--- src/rtl/fpfa_pkg.sv ---
package fpfa_pkg;

	typedef struct packed {
		logic        kind;
		logic [3:0]  block_index;
		logic [15:0] size_value;
	} req_item_t;

	typedef struct packed {
		logic        granted;
		logic [3:0]  chosen_block;
		logic [15:0] chosen_size;
	} rsp_item_t;

	localparam logic KIND_LOAD    = 1'b0;
	localparam logic KIND_REQUEST = 1'b1;

	localparam logic [1:0] FIT_FIRST = 2'd0;
	localparam logic [1:0] FIT_BEST  = 2'd1;
	localparam logic [1:0] FIT_WORST = 2'd2;

	localparam int CFG_DATA_BITS = 5;
	localparam logic REG_FIT_MODE      = 1'b0;
	localparam logic REG_BLOCKS_IN_USE = 1'b1;
	localparam logic [CFG_DATA_BITS-1:0] BLOCKS_IN_USE_RESET = 5'd16;

	typedef enum logic [2:0] {
		ST_IDLE = 3'b001,
		ST_SCAN = 3'b010,
		ST_FIN  = 3'b100
	} state_t;

endpackage

--- src/rtl/fixed_partition_fit_allocator.sv ---
// Fixed-partition allocator with first, best and worst fit placement.
// Request channel (req_valid / req_stall / req): a load item writes a block
// size and frees that block; a request item searches the free blocks below
// blocks_in_use for one at least as large as size_value and marks it used.
// Response channel (rsp_valid / rsp_stall / rsp): one item per accepted item,
// in order, with granted, chosen_block and chosen_size (zeros on no grant).
// Config port (cfg_we / cfg_index / cfg_data): 0 fit_mode, 1 blocks_in_use;
// write only while the block is idle.
// One item at a time: req_stall is high from acceptance until the result is
// moved into the response register. A load passes from idle to the finish
// state. A request passes through the scan state, where L = min(blocks_in_use,
// MAX_BLOCKS) entries of the size memory are read one entry per cycle through
// its single registered read port; the scan closes once the last entry read is
// tested. In the finish state, once the response register is free, the used
// mark is written back and the result is posted.
// The response register lets the next item be accepted while a result waits;
// if rsp_stall holds, the following result waits in place and req_stall stays.
// Reset marks every block used (nothing free), fit_mode 0, blocks_in_use 16;
// the size memory is not cleared and needs no clearing pass.
module fixed_partition_fit_allocator #(
	parameter int MAX_BLOCKS = 16,
	parameter int SIZE_BITS  = 16
) (
	input  logic                                 clk,
	input  logic                                 arst_n,
	input  logic                                 req_valid,
	output logic                                 req_stall,
	input  fpfa_pkg::req_item_t                  req,
	output logic                                 rsp_valid,
	input  logic                                 rsp_stall,
	output fpfa_pkg::rsp_item_t                  rsp,
	input  logic                                 cfg_we,
	input  logic                                 cfg_index,
	input  logic [fpfa_pkg::CFG_DATA_BITS-1:0]   cfg_data
);

	localparam int IW  = $clog2(MAX_BLOCKS);
	localparam int CW  = $clog2(MAX_BLOCKS + 1);
	localparam int LW  = (CW > fpfa_pkg::CFG_DATA_BITS) ? CW : fpfa_pkg::CFG_DATA_BITS;

	fpfa_pkg::state_t state_q;
	logic [1:0]                         fit_mode_q;
	logic [fpfa_pkg::CFG_DATA_BITS-1:0] blocks_q;
	logic [MAX_BLOCKS-1:0]              used_q;
	logic                               is_req_q;
	logic                               found_q;
	logic [IW-1:0]                      best_idx_q;
	logic [SIZE_BITS-1:0]               best_size_q;
	logic [SIZE_BITS-1:0]               want_q;
	logic [LW-1:0]                      rd_cnt_q;
	logic                               eval_vld_s1;
	logic [IW-1:0]                      eval_idx_s1;
	logic                               rsp_valid_q;
	fpfa_pkg::rsp_item_t                rsp_q;

	logic                 accept;
	logic [LW-1:0]        blocks_w;
	logic [LW-1:0]        limit;
	logic                 issue;
	logic [31:0]          req_size_ext;
	logic [SIZE_BITS-1:0] req_size;
	logic [7:0]           load_idx_ext;
	logic [IW-1:0]        load_addr;
	logic                 load_ok;
	logic                 mem_we;
	logic [SIZE_BITS-1:0] rd_size_s1;
	logic                 fits;
	logic                 take;
	logic                 out_free;
	logic [7:0]           best_idx_ext;
	logic [31:0]          best_size_ext;

	assign accept       = req_valid && !req_stall;
	assign req_stall    = (state_q != fpfa_pkg::ST_IDLE);
	assign blocks_w     = LW'(blocks_q);
	assign limit        = (blocks_w > LW'(MAX_BLOCKS)) ? LW'(MAX_BLOCKS) : blocks_w;
	assign issue        = (state_q == fpfa_pkg::ST_SCAN) && (rd_cnt_q < limit);
	assign req_size_ext = 32'(req.size_value);
	assign req_size     = req_size_ext[SIZE_BITS-1:0];
	assign load_idx_ext = 8'(req.block_index);
	assign load_addr    = load_idx_ext[IW-1:0];
	assign load_ok      = 9'(req.block_index) < 9'(MAX_BLOCKS);
	assign mem_we       = accept && (req.kind == fpfa_pkg::KIND_LOAD) && load_ok;
	assign out_free     = !rsp_valid_q || !rsp_stall;
	assign best_idx_ext  = 8'(best_idx_q);
	assign best_size_ext = 32'(best_size_q);

	fpfa_size_ram #(
		.DEPTH(MAX_BLOCKS),
		.WIDTH(SIZE_BITS)
	) u_size_ram (
		.clk  (clk),
		.we   (mem_we),
		.waddr(load_addr),
		.wdata(req_size),
		.raddr(rd_cnt_q[IW-1:0]),
		.rdata(rd_size_s1)
	);

	// candidate test and policy compare on the entry read last cycle
	always_comb begin
		fits = eval_vld_s1 && !used_q[eval_idx_s1] && (rd_size_s1 >= want_q);
		take = 1'b0;
		if (fits) begin
			if (!found_q) begin
				take = 1'b1;
			end else if (fit_mode_q == fpfa_pkg::FIT_BEST) begin
				take = rd_size_s1 < best_size_q;
			end else if (fit_mode_q == fpfa_pkg::FIT_WORST) begin
				take = rd_size_s1 > best_size_q;
			end
		end
	end

	always_ff @(posedge clk or negedge arst_n) begin
		if (!arst_n) begin
			fit_mode_q <= fpfa_pkg::FIT_FIRST;
			blocks_q   <= fpfa_pkg::BLOCKS_IN_USE_RESET;
		end else if (cfg_we) begin
			unique case (cfg_index)
				fpfa_pkg::REG_FIT_MODE:      fit_mode_q <= cfg_data[1:0];
				fpfa_pkg::REG_BLOCKS_IN_USE: blocks_q   <= cfg_data;
				default: ;
			endcase
		end
	end

	always_ff @(posedge clk or negedge arst_n) begin
		if (!arst_n) begin
			state_q     <= fpfa_pkg::ST_IDLE;
			used_q      <= '1;
			found_q     <= 1'b0;
			is_req_q    <= 1'b0;
			rd_cnt_q    <= '0;
			eval_vld_s1 <= 1'b0;
			rsp_valid_q <= 1'b0;
		end else begin
			eval_vld_s1 <= issue;
			if (state_q == fpfa_pkg::ST_FIN && out_free) begin
				rsp_valid_q <= 1'b1;
			end else if (!rsp_stall) begin
				rsp_valid_q <= 1'b0;
			end
			unique case (state_q)
				fpfa_pkg::ST_IDLE: begin
					if (accept) begin
						is_req_q <= req.kind;
						rd_cnt_q <= '0;
						if (req.kind == fpfa_pkg::KIND_LOAD) begin
							found_q <= load_ok;
							if (load_ok) begin
								used_q[load_addr] <= 1'b0;
							end
							state_q <= fpfa_pkg::ST_FIN;
						end else begin
							found_q <= 1'b0;
							state_q <= fpfa_pkg::ST_SCAN;
						end
					end
				end
				fpfa_pkg::ST_SCAN: begin
					if (issue) begin
						rd_cnt_q <= rd_cnt_q + 1'b1;
					end
					if (take) begin
						found_q <= 1'b1;
					end
					if (!issue && !eval_vld_s1) begin
						state_q <= fpfa_pkg::ST_FIN;
					end
				end
				fpfa_pkg::ST_FIN: begin
					if (out_free) begin
						if (is_req_q && found_q) begin
							used_q[best_idx_q] <= 1'b1;
						end
						state_q <= fpfa_pkg::ST_IDLE;
					end
				end
				default: state_q <= fpfa_pkg::ST_IDLE;
			endcase
		end
	end

	// payload registers
	always_ff @(posedge clk) begin
		if (accept) begin
			want_q      <= req_size;
			best_idx_q  <= load_addr;
			best_size_q <= req_size;
		end else if (take) begin
			best_idx_q  <= eval_idx_s1;
			best_size_q <= rd_size_s1;
		end
		eval_idx_s1 <= rd_cnt_q[IW-1:0];
		if (state_q == fpfa_pkg::ST_FIN && out_free) begin
			rsp_q.granted      <= found_q;
			rsp_q.chosen_block <= found_q ? best_idx_ext[3:0] : 4'd0;
			rsp_q.chosen_size  <= found_q ? best_size_ext[15:0] : 16'd0;
		end
	end

	assign rsp_valid = rsp_valid_q;
	assign rsp       = rsp_q;

endmodule

--- src/rtl/fpfa_size_ram.sv ---
module fpfa_size_ram #(
	parameter int DEPTH = 16,
	parameter int WIDTH = 16
) (
	input  logic                     clk,
	input  logic                     we,
	input  logic [$clog2(DEPTH)-1:0] waddr,
	input  logic [WIDTH-1:0]         wdata,
	input  logic [$clog2(DEPTH)-1:0] raddr,
	output logic [WIDTH-1:0]         rdata
);

	logic [WIDTH-1:0] mem [DEPTH];

	always_ff @(posedge clk) begin
		if (we) begin
			mem[waddr] <= wdata;
		end
	end

	always_ff @(posedge clk) begin
		rdata <= mem[raddr];
	end

endmodule
--- config.mk ---
export PLATFORM = sky130hd
export DESIGN_NAME = fixed_partition_fit_allocator
export DESIGN_NICKNAME = d
export VERILOG_FILES = /design/src/rtl/fpfa_pkg.sv /design/src/rtl/fixed_partition_fit_allocator.sv /design/src/rtl/fpfa_size_ram.sv
export SDC_FILE = /design/constraint.sdc
export NUM_CORES = 1
export LEC_CHECK = 0
export ABC_CLOCK_PERIOD_IN_PS = 6200
export BUFFER_PORTS_ARGS = -buffer_cell sky130_fd_sc_hd__buf_2
export CAP_MARGIN = 20
export CORE_ASPECT_RATIO = 0.9
export CORE_MARGIN = 8
export CORE_UTILIZATION = 50
export CTS_BUF_LIST = sky130_fd_sc_hd__clkbuf_16
export CTS_CLUSTER_DIAMETER = 50
export DETAILED_ROUTE_END_ITERATION = 10
export MAX_ROUTING_LAYER = met4
export PLACE_DENSITY = 0.72
export SYNTH_ARGS = -nofsm -noshare
export SYNTH_HDL_FRONTEND = slang
export SYNTH_SLANG_ARGS = --single-unit
--- constraint.sdc ---
create_clock -name clk -period 6.2 [get_ports clk]
set_clock_uncertainty 0.1 [all_clocks]
set_input_delay 0.31 -clock clk [delete_from_list [all_inputs] [get_ports clk]]
set_output_delay 0.31 -clock clk [all_outputs]
set_load 0.02 [all_outputs]
Yosys cells after proc, flatten, opt, wreduce, memory -nomap -nowiden --
Memory sizes are Yosys's and may differ from the RTL's. A register that Yosys moved wholly into a read port is not among the register bits. Index checks and enable logic that the tools add are counted.
Storage, ports and cells: bits in registers 96, memories kept 1, bits in writable memories 256, input bits 32, output and inout port bits 23
Cells by class: mux-type cells 36, reductions and logical operators 27, bitwise operators 5, eq/ne operators 14, order comparisons 10, add/subtract/negate cells 1
Memories:
- u_size_ram.mem | depth 16, width 16, read ports 1, clocked after Yosys merged registers in 1, wr ports 1, line fpfa_size_ram.sv:13 | logic [WIDTH-1:0] mem [DEPTH];
Operator list (count):
- $mux 16 | 6
- $pmux 16 s2 | 1
- $and 16x16->16 | 1
- $ge 16x16->1 | 1
- $gt 16x16->1 | 1
- $lt 16x16->1 | 1
- $not 16->16 | 1
- $or 16x16->16 | 1
- $lt 4x5->1 const B | 3
- $mux 5 | 3
- $mux 1 | 14
- $mux 3 | 4
- $logic_and 1x1->1 | 10
- $ne 2x2->1 const B | 5
- $pmux 5 s2 | 1
- $pmux 3 s3 | 1
- $reduce_and 3->1 | 3
- $demux 1 s4 | 2
- $ge 4x1->1 const B | 2
- $mux 4 | 2
- $logic_not 1->1 | 6
- $ne 2x1->1 const B | 3
- $reduce_and 2->1 | 3
- $reduce_bool 2->1 | 3
- 14 further kinds | 15

Longest topological paths before layout --
depth after elaboration 9, gate-level depth with buffers 9, mapped depth without buffers 9

Cells and area by module --
From an unflattened synthesis, not the netlist that was laid out.
Unflattened totals: cells, all modules 869, area, all modules 14866.8 µm²
By module, submodules not included:
- fpfa_size_ram | area an instance 10042.1 µm², times used 1, cells an instance 432
- fixed_partition_fit_allocator | area an instance 4824.6 µm², times used 1, cells an instance 437

Worst setup path after synthesis --
No wires, ideal clock.
kind reg2reg, start point reg state_q[0], end point mem u_size_ram.mem[8][0], enable pin, path buffers 2, period minus slack after synthesis 3182 ps, data arrival time 2671 ps, cell stages (with the launch flop) 7, setup time 412 ps, setup slack 3018 ps, cells stage by stage dfstp_2 and3b_1 nand2b_1 clkbuf_1 or3_1 clkbuf_1 nor3_1
On the way: longest elaborated chain between the ends 6
RTL lines:
- start, declared | line fixed_partition_fit_allocator.sv:41 | fpfa_pkg::state_t state_q;
- start signal, assigned | line fixed_partition_fit_allocator.sv:130 | state_q <= fpfa_pkg::ST_IDLE;
- start signal, assigned | line fixed_partition_fit_allocator.sv:154 | state_q <= fpfa_pkg::ST_FIN;
- start signal, assigned | line fixed_partition_fit_allocator.sv:157 | state_q <= fpfa_pkg::ST_SCAN;
- $ne 3x1->1 | line fixed_partition_fit_allocator.sv:74 | assign req_stall = (state_q != fpfa_pkg::ST_IDLE);
- $logic_not 1->1 | line fixed_partition_fit_allocator.sv:73 | assign accept = req_valid && !req_stall;
- $logic_and 1x1->1 | line fixed_partition_fit_allocator.sv:73
- $logic_and 1x1->1 | line fixed_partition_fit_allocator.sv:83 | assign mem_we = accept && (req.kind == fpfa_pkg::KIND_LOAD) && load_ok;
- $mux 1 | line fpfa_size_ram.sv:16 | if (we) begin
- $mux 1 (implied by the code) | line fpfa_size_ram.sv:17 | mem[waddr] <= wdata;
- end, declared | line fpfa_size_ram.sv:13
No other way between the ends.

Final worst setup path --
start point reg state_q[0], end point mem u_size_ram.mem[3][3], enable pin
Same word-level chain as after synthesis.

==> flow_metrics.tcl <==
set metrics [dict create \
    cpMaxStageDelayCell "nor2_1" \
    start_kind "flip-flop" \
    num-fill-cells 2108 \
    cts_setup_buffers 0 \
    fin_util 0.5887 \
    async_flop_share 0.09511 \
    io_buffers 54 \
    num_rows 59 \
    clkPwrFrac 0.361 \
    clk_pin_slew_ns 0.06 \
    synth_seq_cells 368 \
    syn_area_per_cell_sq_um 17.75 \
    stdcell_area_sq_mm 0.01708 \
    end_kind "flip-flop" \
    ys_seq_area_frac 0.7245 \
    hold_start "cfg_index" \
    routed_wl_microns 31590 \
    hp-class "primary input to flip-flop" \
    required_ns 6.32 \
    p_seq_frac 0.472 \
    synthToLayoutAreaGrowth_pct 15.67 \
    post_cts_resized 0 \
    outcome "complete, no violations" \
    worst_slew_pin_slew_ns 1.003 \
    syn-num-nets 901 \
    relSlewSlack 0.3313 \
    grt_pass1_vias 7813 \
    grt_max_degree 69 \
    final_cells 1351 \
    initial_core_util 0.5089 \
    clock_path_buffers 3 \
    via_count 7734 \
    crit_fanout 27 \
    synth_area_leader_cell "edfxtp_1" \
    die-area_sq_mm 0.03529 \
    powerDensity_mw_per_mm2 388.2 \
    ir_worst_vdd_uv 185.0 \
    combPwrFrac 0.167 \
    design.portCount 55 \
    cts.hold.buffers_added 8 \
    die_x_microns 197.1 \
    synth_xor_area_frac 0.001780 \
    initialDrtViolationCount 762 \
    synth.area.top_cells "edfxtp_1, mux4_2, dfstp_2" \
    antenna_found_initial 0 \
    muxShareOfSynthArea 0.1366 \
    multi_input_area_sq_mm 0.003821 \
    yosysMostFrequentCell "edfxtp_1" \
    sw_frac_of_total 0.2577 \
    crit_start "state_q[0]$_DFFE_PN1P_" \
    post-route-period-util 0.5098 \
    netlist_instances 832 \
    dp_cells 1269 \
    seqCellArea_sq_mm 0.01070 \
    synthTopCellsByCount "edfxtp_1, nand2_1, mux4_2, nor2_1, inv_1" \
    dp_hpwl_microns 20150 \
    p_int_mw 4.922 \
    dr.pass1.iters 5 \
    n_antenna_cell 0 \
    tns_ns 0 \
    grt_usage 0.1905 \
    setup_slack_ns 3.039 \
    clkLatencyLatePin_ns 0.53 \
    leakagePower_nw 5.973 \
    drc 0 \
    drtAntennaViolNets 0 \
    rsz0062_at_grt "no" \
    grt-ovfl-total 0 \
    synth-simple-area-share 0.05593 \
    htreeDepth 2 \
    die_h_microns 179.0 \
    ys_warn_count 0 \
    crit_type "flip-flop to flip-flop" \
    gp_congestion 0.8179 \
    final_max_slew_viol_count 0 \
    drive_gt1_frac 0.2639 \
    grt_pass1_wl_microns 48670 \
    max_freq_mhz 316.4 \
    clock-sinks 368 \
    synth_fa_ha_area_frac 0.03135 \
    critical_path.cell_chain "and3b_1, nand2b_1, buf_4, nor2_1, nand2_1, nor2_1, buf_4" \
    switchingPower_mw 1.709 \
    synth_edf_count 313 \
    arrival_ns 3.28 \
    synth_top_family_by_area "multiplexers" \
    core_area_sq_mm 0.02901 \
    cts_tree "built" \
    yosysTopAreaCellShare 0.6366 \
    hold_viol 0 \
    yosysUniqueCellTypes 57 \
    pre_cts_ws_ns 3.064 \
    r2r-start "state_q[0]$_DFFE_PN1P_" \
    max-cap-violations 0 \
    critical_path.max_stage_delay_ns 0.74 \
    cts-buffers-inserted 39 \
    place_area_sq_mm 0.01563 \
    synth_ff_type "edfxtp_1" \
    vias_per_cell 5.725 \
    wire_per_inst_microns 23.38 \
    root_buffer "clkbuf_16" \
    syn_area_sq_mm 0.01477 \
    fin_crit_ns 3.161 \
    synth_compound_area_frac 0.02983 \
    setup_viol 0 \
    nets 993 \
]
==> cells by family after synthesis <==
| logic type | Yosys count |
|---|---|
| adder cells (fa/ha/maj) | 37 |
| AO/OA/AOI/OAI | 72 |
| AND/OR/NAND/NOR | 186 |
| buffers and inverters | 73 |
| multiplexers | 93 |
| XOR/XNOR | 3 |
| flip-flops | 368 |
==> layer usage <==
layer  global-route usage  up-vias  part of all wire
met5                    -        -                 0
met3              0.04335       44             0.081
met4              0.05230        0             0.019
met1               0.2599     3961              0.43
li1                     -     3418                 -
met2               0.2880      311              0.47
==> final timing paths <==
path | endpoint | slack [ns] | cells past startpoint
max | u_size_ram.mem[3][3]$_DFFE_PP_ | 3.04 | 7
min | fit_mode_q[1]$_DFFE_PN0P_ | 0.02 | 3
max reg2reg | u_size_ram.mem[3][3]$_DFFE_PP_ | 3.04 | 7
min reg2reg | used_q[14]$_DFFE_PN1P_ | 0.37 | 2
max in group asynchronous | rd_cnt_q[0]$_DFFE_PN0P_ | 5.10 | 2
min in group asynchronous | rsp_valid$_DFFE_PN0P_ | 0.30 | 2
==> cells in the final DEF, fill, tap and decap left out, types with 20 or more instances in the layout <==
master / count
clkbuf_16: 41
dfxtp_1: 20
nand2_1: 88
nor2_1: 35
o21ai_1: 22
edfxtp_1: 313
mux4_2: 81
inv_1: 48
ha_1: 37
buf_2: 54
==> flip-flops by register name (all words and copies together), names as in the netlist <==
name	count
u_size_ram.mem	256
rsp	21
best_size_q	16
u_size_ram.rdata	16
used_q	16
want_q	16
blocks_q	5
rd_cnt_q	5
best_idx_q	4
eval_idx_s1	4
state_q	3
fit_mode_q	2
eval_vld_s1	1
found_q	1
is_req_q	1
rsp_valid	1
==> metrics by stage <==
stage | hold slack [ns] | power [mW]
floorplan | -0.08559 | 3.956
global route | 0.03188 | 6.916
finish | 0.01873 | 6.631
detailed placement | 0.3380 | 4.291
CTS | 0.002401 | 6.682
global placement | 0.3355 | 4.262
==> layout make-up <==
type / count / area share
Sequential cell: 368 / 0.6267
Multi-Input combinational cell: 391 / 0.2237
Clock buffer: 41 / 0.06007
Timing Repair Buffer: 82 / 0.03282
Tap cell: 396 / 0.02901
Clock inverter: 31 / 0.01846
Inverter: 42 / 0.009231
==> power groups by stage <==
stage               Sequential (mW)  Clock, mW  Combinational (mW)
global placement               3.18          0                1.08
global route                   3.16       2.53                1.23
CTS                            3.13       2.43                1.12
floorplan                      3.05          0               0.906
detailed placement             3.18          0                1.11
finish                         3.13       2.39                1.11
==> worst max-delay path, delay by kind of cell, from the launching register on <==
kind,cells,cell delay [ns]
and+or+nand+nor,5,1.60
buffers and inverters,2,0.57
DFF,1,0.58
Note: power is estimated with default switching activity, not from simulation.
